`src/design/tsps_pkg.sv`:
```
// Shared types and constants for the two-set pair sum search unit.
package tsps_pkg;

  localparam int VAL_W = 32;
  localparam int KEY_W = VAL_W + 1;

  // Register indexes (byte address bit 2 and up)
  localparam logic REG_TARGET_SUM = 1'b0;

  typedef enum logic [2:0] {
    ST_IDLE,
    ST_INS_RD,
    ST_INS_CMP,
    ST_SRCH_RD,
    ST_SRCH_CMP,
    ST_DONE
  } state_t;

  typedef struct packed {
    logic             valid;
    logic             found;
    logic [VAL_W-1:0] first_value;
    logic [VAL_W-1:0] second_value;
  } result_t;

endpackage

```
`src/design/tsps_ram.sv`:
```
// Single-write, single-read element store with registered read data.
module tsps_ram #(
  parameter int DEPTH = 64,
  parameter int AW    = 6
) (
  input  logic                      clk,
  input  logic                      we,
  input  logic [AW-1:0]             waddr,
  input  logic [tsps_pkg::VAL_W-1:0] wdata,
  input  logic [AW-1:0]             raddr,
  output logic [tsps_pkg::VAL_W-1:0] rdata
);
  import tsps_pkg::*;

  logic [VAL_W-1:0] mem [DEPTH];
  logic [VAL_W-1:0] rdata_r;

  always_ff @(posedge clk) begin
    if (we) begin
      mem[waddr] <= wdata;
    end
    rdata_r <= mem[raddr];
  end

  assign rdata = rdata_r;

endmodule

```
`src/design/tsps_ctrl.sv`:
```
// Sequencer: sorted insert on load, binary search with one shared signed compare.
module tsps_ctrl #(
  parameter int MAX_ELEMENTS = 64
) (
  input  logic                        clk,
  input  logic                        rst_n,
  input  logic                        start,
  output logic                        busy,
  input  logic                        in_mode,
  input  logic [tsps_pkg::VAL_W-1:0]  in_value,
  input  logic                        in_last,
  input  logic [tsps_pkg::VAL_W-1:0]  target_sum,
  output tsps_pkg::result_t           result
);
  import tsps_pkg::*;

  localparam int AW = (MAX_ELEMENTS > 1) ? $clog2(MAX_ELEMENTS) : 1;
  localparam int CW = $clog2(MAX_ELEMENTS + 1);
  localparam logic [CW-1:0] MAX_C = CW'(MAX_ELEMENTS);

  state_t state_r, state_nxt;
  logic [CW-1:0]    cnt_r, cnt_nxt;
  logic             sorted_r, sorted_nxt;
  logic             hit_r, hit_nxt;
  logic [VAL_W-1:0] hit_first_r, hit_first_nxt;
  logic [VAL_W-1:0] hit_second_r, hit_second_nxt;
  logic [KEY_W-1:0] key_r, key_nxt;
  logic [VAL_W-1:0] second_r, second_nxt;
  logic             last_r, last_nxt;
  logic [AW-1:0]    j_r, j_nxt;
  logic [CW-1:0]    lo_r, lo_nxt;
  logic [CW-1:0]    hi_r, hi_nxt;
  logic [CW-1:0]    mid_r, mid_nxt;
  result_t          res_r, res_nxt;

  logic             we;
  logic [AW-1:0]    waddr;
  logic [VAL_W-1:0] wdata;
  logic [AW-1:0]    raddr;
  logic [VAL_W-1:0] rdata;

  logic [CW-1:0]    cnt_eff;
  logic             accept;
  logic             has_room;
  logic [CW:0]      mid_sum;
  logic [CW-1:0]    mid_w;
  logic             probe_lt;
  logic             probe_eq;
  logic             probe_gt;

  tsps_ram #(
    .DEPTH (MAX_ELEMENTS),
    .AW    (AW)
  ) u_ram (
    .clk   (clk),
    .we    (we),
    .waddr (waddr),
    .wdata (wdata),
    .raddr (raddr),
    .rdata (rdata)
  );

  // shared signed compare: store entry against key
  assign probe_lt = $signed({rdata[VAL_W-1], rdata}) < $signed(key_r);
  assign probe_eq = {rdata[VAL_W-1], rdata} == key_r;
  assign probe_gt = !probe_lt && !probe_eq;

  assign accept   = start && (state_r == ST_IDLE);
  assign cnt_eff  = sorted_r ? '0 : cnt_r;
  assign has_room = cnt_eff < MAX_C;
  assign mid_sum  = {1'b0, lo_r} + {1'b0, hi_r};
  assign mid_w    = mid_sum[CW:1];
  assign busy     = state_r != ST_IDLE;
  assign result   = res_r;

  always_comb begin
    state_nxt = state_r;
    case (state_r)
      ST_IDLE: begin
        if (start) begin
          if (in_mode) begin
            state_nxt = hit_r ? ST_DONE : ST_SRCH_RD;
          end else if (has_room) begin
            state_nxt = ST_INS_RD;
          end
        end
      end
      ST_INS_RD:   state_nxt = (j_r == '0) ? ST_IDLE : ST_INS_CMP;
      ST_INS_CMP:  state_nxt = probe_gt ? ST_INS_RD : ST_IDLE;
      ST_SRCH_RD:  state_nxt = (lo_r >= hi_r) ? ST_DONE : ST_SRCH_CMP;
      ST_SRCH_CMP: state_nxt = probe_eq ? ST_DONE : ST_SRCH_RD;
      ST_DONE:     state_nxt = ST_IDLE;
      default:     state_nxt = ST_IDLE;
    endcase
  end

  always_comb begin
    cnt_nxt        = cnt_r;
    sorted_nxt     = sorted_r;
    hit_nxt        = hit_r;
    hit_first_nxt  = hit_first_r;
    hit_second_nxt = hit_second_r;
    key_nxt        = key_r;
    second_nxt     = second_r;
    last_nxt       = last_r;
    j_nxt          = j_r;
    lo_nxt         = lo_r;
    hi_nxt         = hi_r;
    mid_nxt        = mid_r;
    res_nxt        = '0;
    we             = 1'b0;
    waddr          = j_r;
    wdata          = key_r[VAL_W-1:0];
    raddr          = '0;
    case (state_r)
      ST_IDLE: begin
        if (accept) begin
          if (!in_mode) begin
            if (sorted_r) begin
              hit_nxt        = 1'b0;
              hit_first_nxt  = '0;
              hit_second_nxt = '0;
            end
            sorted_nxt = in_last;
            cnt_nxt    = cnt_eff;
            if (has_room) begin
              cnt_nxt = cnt_eff + 1'b1;
              j_nxt   = cnt_eff[AW-1:0];
              key_nxt = {in_value[VAL_W-1], in_value};
            end
          end else begin
            sorted_nxt = 1'b1;
            last_nxt   = in_last;
            second_nxt = in_value;
            key_nxt    = {target_sum[VAL_W-1], target_sum} - {in_value[VAL_W-1], in_value};
            lo_nxt     = '0;
            hi_nxt     = cnt_r;
          end
        end
      end
      ST_INS_RD: begin
        raddr = j_r - 1'b1;
        if (j_r == '0) begin
          we    = 1'b1;
          waddr = '0;
        end
      end
      ST_INS_CMP: begin
        we = 1'b1;
        if (probe_gt) begin
          wdata = rdata;
          j_nxt = j_r - 1'b1;
        end
      end
      ST_SRCH_RD: begin
        raddr   = mid_w[AW-1:0];
        mid_nxt = mid_w;
      end
      ST_SRCH_CMP: begin
        if (probe_eq) begin
          hit_nxt        = 1'b1;
          hit_first_nxt  = key_r[VAL_W-1:0];
          hit_second_nxt = second_r;
        end else if (probe_lt) begin
          lo_nxt = mid_r + 1'b1;
        end else begin
          hi_nxt = mid_r;
        end
      end
      ST_DONE: begin
        if (last_r) begin
          res_nxt.valid        = 1'b1;
          res_nxt.found        = hit_r;
          res_nxt.first_value  = hit_first_r;
          res_nxt.second_value = hit_second_r;
          hit_nxt              = 1'b0;
          hit_first_nxt        = '0;
          hit_second_nxt       = '0;
        end
      end
      default: begin
      end
    endcase
  end

  always_ff @(posedge clk) begin
    if (!rst_n) begin
      state_r      <= ST_IDLE;
      cnt_r        <= '0;
      sorted_r     <= 1'b0;
      hit_r        <= 1'b0;
      hit_first_r  <= '0;
      hit_second_r <= '0;
      res_r        <= '0;
    end else begin
      state_r      <= state_nxt;
      cnt_r        <= cnt_nxt;
      sorted_r     <= sorted_nxt;
      hit_r        <= hit_nxt;
      hit_first_r  <= hit_first_nxt;
      hit_second_r <= hit_second_nxt;
      res_r        <= res_nxt;
    end
  end

  always_ff @(posedge clk) begin
    key_r    <= key_nxt;
    second_r <= second_nxt;
    last_r   <= last_nxt;
    j_r      <= j_nxt;
    lo_r     <= lo_nxt;
    hi_r     <= hi_nxt;
    mid_r    <= mid_nxt;
  end

endmodule

```
`src/design/two_set_pair_sum_search_unit.sv`:
```
// Top level: pair sum search over two sets with an APB target register.
//
// Usage: write target_sum at byte address 0 over APB while idle. Present
// transactions with start while busy is low; in_mode 0 loads a first-set
// value, in_mode 1 searches target_sum - in_value in the first set.
// in_last closes the set. A second-set transaction with in_last set yields
// one result: out_valid is high for exactly one cycle with out_found and
// the pair (zero when nothing matched).
// A first-set load keeps the store sorted by insertion, shifting larger
// entries up one place at a time; it does no work when the store is full.
// A second-set search is a binary search with p <= ceil(log2(n+1)) probes
// of the store, stopping early on a hit and skipped when a hit is already
// held; the single memory read port sets the pace of the probes. out_valid
// is high in the first cycle after busy drops. Reset clears count, flags and
// hit latch; no clearing pass is run, the store is only read below the count.
// The receiver cannot stall.
module two_set_pair_sum_search_unit #(
  parameter int MAX_ELEMENTS = 64
) (
  input  logic                       clk,
  input  logic                       rst_n,
  input  logic                       psel,
  input  logic                       penable,
  input  logic                       pwrite,
  input  logic [2:0]                 paddr,
  input  logic [31:0]                pwdata,
  output logic [31:0]                prdata,
  output logic                       pready,
  input  logic                       start,
  output logic                       busy,
  input  logic                       in_mode,
  input  logic [tsps_pkg::VAL_W-1:0] in_value,
  input  logic                       in_last,
  output logic                       out_valid,
  output logic                       out_found,
  output logic [tsps_pkg::VAL_W-1:0] out_first_value,
  output logic [tsps_pkg::VAL_W-1:0] out_second_value
);
  import tsps_pkg::*;

  logic [VAL_W-1:0] target_r;
  logic             cfg_wr;
  result_t          result;

  assign pready = 1'b1;
  assign cfg_wr = psel && penable && pwrite && pready;
  assign prdata = (paddr[2] == REG_TARGET_SUM) ? target_r : '0;

  always_ff @(posedge clk) begin
    if (!rst_n) begin
      target_r <= '0;
    end else if (cfg_wr && (paddr[2] == REG_TARGET_SUM)) begin
      target_r <= pwdata;
    end
  end

  tsps_ctrl #(
    .MAX_ELEMENTS (MAX_ELEMENTS)
  ) u_ctrl (
    .clk        (clk),
    .rst_n      (rst_n),
    .start      (start),
    .busy       (busy),
    .in_mode    (in_mode),
    .in_value   (in_value),
    .in_last    (in_last),
    .target_sum (target_r),
    .result     (result)
  );

  assign out_valid        = result.valid;
  assign out_found        = result.found;
  assign out_first_value  = result.first_value;
  assign out_second_value = result.second_value;

`ifndef SYNTHESIS
  a_search_goes_busy: assert property (@(posedge clk) disable iff (!rst_n)
    (start && !busy && in_mode) |=> busy)
    else $error("search transaction did not start the sequencer");

  a_result_after_work: assert property (@(posedge clk) disable iff (!rst_n)
    out_valid |-> $past(busy))
    else $error("result strobe without preceding work");

  a_miss_is_zero: assert property (@(posedge clk) disable iff (!rst_n)
    (out_valid && !out_found) |-> (out_first_value == '0 && out_second_value == '0))
    else $error("miss result carries nonzero pair");

  a_strobe_single: assert property (@(posedge clk) disable iff (!rst_n)
    out_valid |=> !out_valid)
    else $error("result strobe longer than one cycle");
`endif

endmodule

```
`config.mk`:
```
export PLATFORM = sky130hd
export DESIGN_NAME = two_set_pair_sum_search_unit
export DESIGN_NICKNAME = d
export VERILOG_FILES = /design/src/design/tsps_pkg.sv /design/src/design/tsps_ram.sv /design/src/design/tsps_ctrl.sv /design/src/design/two_set_pair_sum_search_unit.sv
export SDC_FILE = /design/constraint.sdc
export NUM_CORES = 2
export LEC_CHECK = 0
export ABC_AREA = 1
export BUFFER_PORTS_ARGS = -buffer_cell sky130_fd_sc_hd__buf_2
export CAP_MARGIN = 30
export CORE_ASPECT_RATIO = 0.9
export CORE_MARGIN = 4
export CORE_UTILIZATION = 48
export DETAILED_ROUTE_END_ITERATION = 7
export GPL_TIMING_DRIVEN = 0
export PLACE_DENSITY_LB_ADDON = 0.05
export SETUP_SLACK_MARGIN = 0.1
export SLEW_MARGIN = 20
export SYNTH_ARGS = -nofsm -noshare
export SYNTH_HDL_FRONTEND = slang
export SYNTH_SLANG_ARGS = --single-unit
```
`constraint.sdc`:
```
create_clock -name clk -period 3.7 [get_ports clk]
set_input_delay 0.185 -clock clk [delete_from_list [all_inputs] [get_ports clk]]
set_output_delay 0.185 -clock clk [all_outputs]
set_load 0.1 [all_outputs]
```
==> results.json <==
{
  "outcome": "complete, but fails checks",
  "failed_checks": "setup timing",
  "fillCellCount": 17664,
  "synth_async_sr_flop_share_pct": 0,
  "yosys_warnings": 0,
  "synth_edf_count": 2141,
  "crit_top_cell": "nor2_1",
  "ff2ff_path_depth": 12,
  "core_mm2": 0.2089,
  "core.rowCount": 159,
  "vias": 76952,
  "cts_tree": "done",
  "slowest_stage": "nand2_1",
  "dp_hpwl_um": 259500,
  "total_power_mw": 83.49,
  "overflow": 0,
  "initial_utilization_pct": 48.30,
  "post-route-period-util_pct": 101.3,
  "synth.distinct_cells": 41,
  "fin_nets": 10488,
  "ys.flop_type": "edfxtp_1",
  "antenna_found_initial": 40,
  "r2r_start": "u_ctrl.j_r[0]",
  "multi_input_area_mm2": 0.02993,
  "crit_buf_inv": 4,
  "slew_violations": 0,
  "synth_nets": 9697,
  "cts.clk_slew.worst_paths_ns": 0.06,
  "cts-root-buf": "clkbuf_16",
  "syn_area_mm2": 0.1009,
  "drive_gt1_share_pct": 14.70,
  "cp_top_family": "simple AND/OR/NAND/NOR gates",
  "post-place-ws_ns": -1.211,
  "finalHoldViolCount": 0,
  "io_pins": 175,
  "min_path_cells": 2,
  "finClkSkew_ns": 0.04674,
  "clk_latency_ns": 0.90,
  "ff2ff_setup_slack_ns": -0.05,
  "grt_pass1_vias": 71576,
  "hold_path_class": "input port to register",
  "wire_per_inst_um": 28.54,
  "synth-seq-area-share_pct": 67.81,
  "cts_sinks": 2347,
  "syn_avg_cell_area_um2": 10.58,
  "path_max_fanout": 18,
  "max_slew_margin_pct": 31.67,
  "postSynthCellCount": 9538,
  "dr.pass1.iters": 6,
  "power_density_mw_per_mm2": 685.7,
  "muxShareOfSynthArea_pct": 0,
  "io_buffers": 170,
  "antenna_left": 0,
  "critPathArrivalTime_ns": 4.35,
  "synthToLayoutAreaGrowth_pct": 20.67,
  "finalSetupTns_ns": -0.5645,
  "synth_simple_gate_area_share_pct": 23.97,
  "final-setup-viol-count": 17,
  "p_leak_nw": 47.14,
  "path_cells": "clkinv_2, ha_1, nand3_1, nor3_1, inv_1, nor2_1, nor2_1, nor2_1, nand2_1, nor2_4, buf_12, buf_16",
  "r2r-end": "u_ctrl.u_ram.mem[9][25]",
  "remaining_drc_errors": 0,
  "holdWs_ns": 0.08056,
  "worst_slew_pin_slew_ns": 1.025,
  "min_period_ns": 3.747,
  "cts_buffers": 238,
  "min_to": "u_ctrl.second_r[12]",
  "synth_compound_area_share_pct": 2.113,
  "maxCapViolCount": 0,
  "critPathMaxStageDelay_ns": 0.59,
  "die_w_um": 491.3,
  "timing.fmax_ghz": 0.2669,
  "ys_ff_latch": 2347,
  "crit_path_start": "u_ctrl.j_r[0]",
  "fin_ws_ns": -0.04658,
  "viasPerCell": 5.791,
  "grt_max_degree": 63,
  "synth_fa_ha_area_share_pct": 1.057,
  "cts.htree.levels": 4,
  "worstSetupEndpointType": "register",
  "synth-xor-area-share_pct": 0.1649,
  "grt_pass1_wl_um": 522200,
  "final_core_util_pct": 58.29,
  "path_class": "register to register",
  "clock_path_buffers": 3,
  "gp_congestion": 0.9657,
  "ir_worst_vdd_uv": 466.3,
  "postRouteWirelength_um": 379200,
  "register_area_mm2": 0.06842,
  "drtIter0Drc": 10608,
  "synth_top_family_by_area": "simple AND/OR/NAND/NOR gates",
  "die_h_um": 443.0,
  "grt_setup_unrepaired": "true",
  "start_kind": "register",
  "cp.required_ns": 4.30,
  "grt_usage_pct": 33.53,
  "dieArea_mm2": 0.2176,
  "min_from": "in_value[12]"
}
[synth_stat cells (all sizes together) (6+ instances only)]
library cell / number / area, µm²
nand3b: 197 / 1479
ha: 82 / 1026
buf: 418 / 2081
xnor2: 11 / 96.34
a21o: 6 / 45.04
edfxtp: 2141 / 64290
nand3: 1986 / 9940
o21ai: 105 / 529.3
nor3: 12 / 60.06
o21bai: 6 / 45.04
o211ai: 67 / 503.0
clkbuf: 197 / 739.5
o21a: 6 / 45.04
xor2: 8 / 70.07
inv: 561 / 2106
dfxtp: 206 / 4124
nand4: 52 / 325.3
nor2: 261 / 992.2
nand2: 3017 / 11330
a31oi: 6 / 37.54
a21oi: 167 / 835.8
[worst reg2reg max path, stage by stage, from the launching register on]
cell	delay [ns]
edfxtp_1	0.54
clkinv_2	0.22
ha_1	0.22
nand3_1	0.12
nor3_1	0.18
inv_1	0.08
nor2_1	0.23
nor2_1	0.18
nor2_1	0.34
nand2_1	0.59
nor2_4	0.35
buf_12	0.21
buf_16	0.20
[through the flow]
stage / cell area [µm²] / instances
after floorplan: 100900 / 9538
after global placement: 105200 / 12445
after detailed placement: 108600 / 12556
after CTS: 120000 / 13159
after global routing: 121700 / 13278
final: 121800 / 13288
[cells in the final DEF (no fill, tap or decap), types with 84 or more instances in the layout]
master and n:
inv_1 553, nand2_1 2947, nor2_1 187, clkbuf_16 244
clkbuf_1 171, buf_4 193, dfxtp_1 206, buf_2 411
edfxtp_1 2141, nand3b_1 197, a21oi_1 167, dlygate4sd3_1 86
buf_12 84, o21ai_0 102, nand3_1 1862
[registers in the layout, summed over array words and instances, names as in the netlist, 32 cells and up]
name / cells
target_r: 32
u_ctrl.hit_first_r: 32
u_ctrl.hit_second_r: 32
u_ctrl.key_r: 33
u_ctrl.result: 66
u_ctrl.second_r: 32
u_ctrl.u_ram.mem: 2048
u_ctrl.u_ram.rdata: 32
[report_power, final]
group | total (mW) | internal (mW) | switching, mW
combinational | 26.2 | 6.42 | 19.8
clock | 25.4 | 14.7 | 10.7
sequential | 31.9 | 31.5 | 0.412
total | 83.5 | 52.6 | 30.9
[final cells by class]
cell class,instances,share of cell area [%]
flip-flops and latches,2347,56.19
diodes,11,0.02261
multi-input cells,6034,24.58
clock inverters,160,1.539
inverters,563,1.737
clock buffers,291,5.173
plain buffers,615,2.850
repair buffers,530,5.097
well taps,2737,2.813
[worst max path at each step]
| stage | cells past startpoint | end |
|---|---|---|
| final | 12 | u_ctrl.u_ram.mem[9][25] |
| after CTS | 11 | u_ctrl.u_ram.mem[11][4] |
| after detailed placement | 14 | u_ctrl.u_ram.rdata[1] |
| after floorplan | 6 | u_ctrl.last_r |
| after global placement | 11 | u_ctrl.u_ram.mem[34][13] |
| after global routing | 12 | u_ctrl.u_ram.mem[9][25] |
[cell families (layout without fill, tap and decap cells)]
group	Yosys count	count (layout)
simple gates	5534	5555
flops	2347	2347
buf+inv	1178	2159
compound gates	375	375
fa+ha+maj	84	84
xor+xnor	19	19
other cells	1	12
[timing repair]
action	4_1_cts	5_1_grt
gates cloned	16	8
buffers inserted	50	108
hold endpoints to repair	151	0
gates resized for setup	420	136
hold buffers	86	0
setup endpoints to repair	3745	2606
pin swaps	49	60
[layer usage]
metal | vias to the layer above | part of all wire, % | GRT usage [%]
li1 | 34514 | - | -
met1 | 37683 | 41 | 48.04
met2 | 4051 | 43 | 49.51
met3 | 692 | 11 | 7.664
met4 | 12 | 4.8 | 13.68
met5 | - | 0.022 | 0
Note: power is estimated with default switching activity, not from simulation.
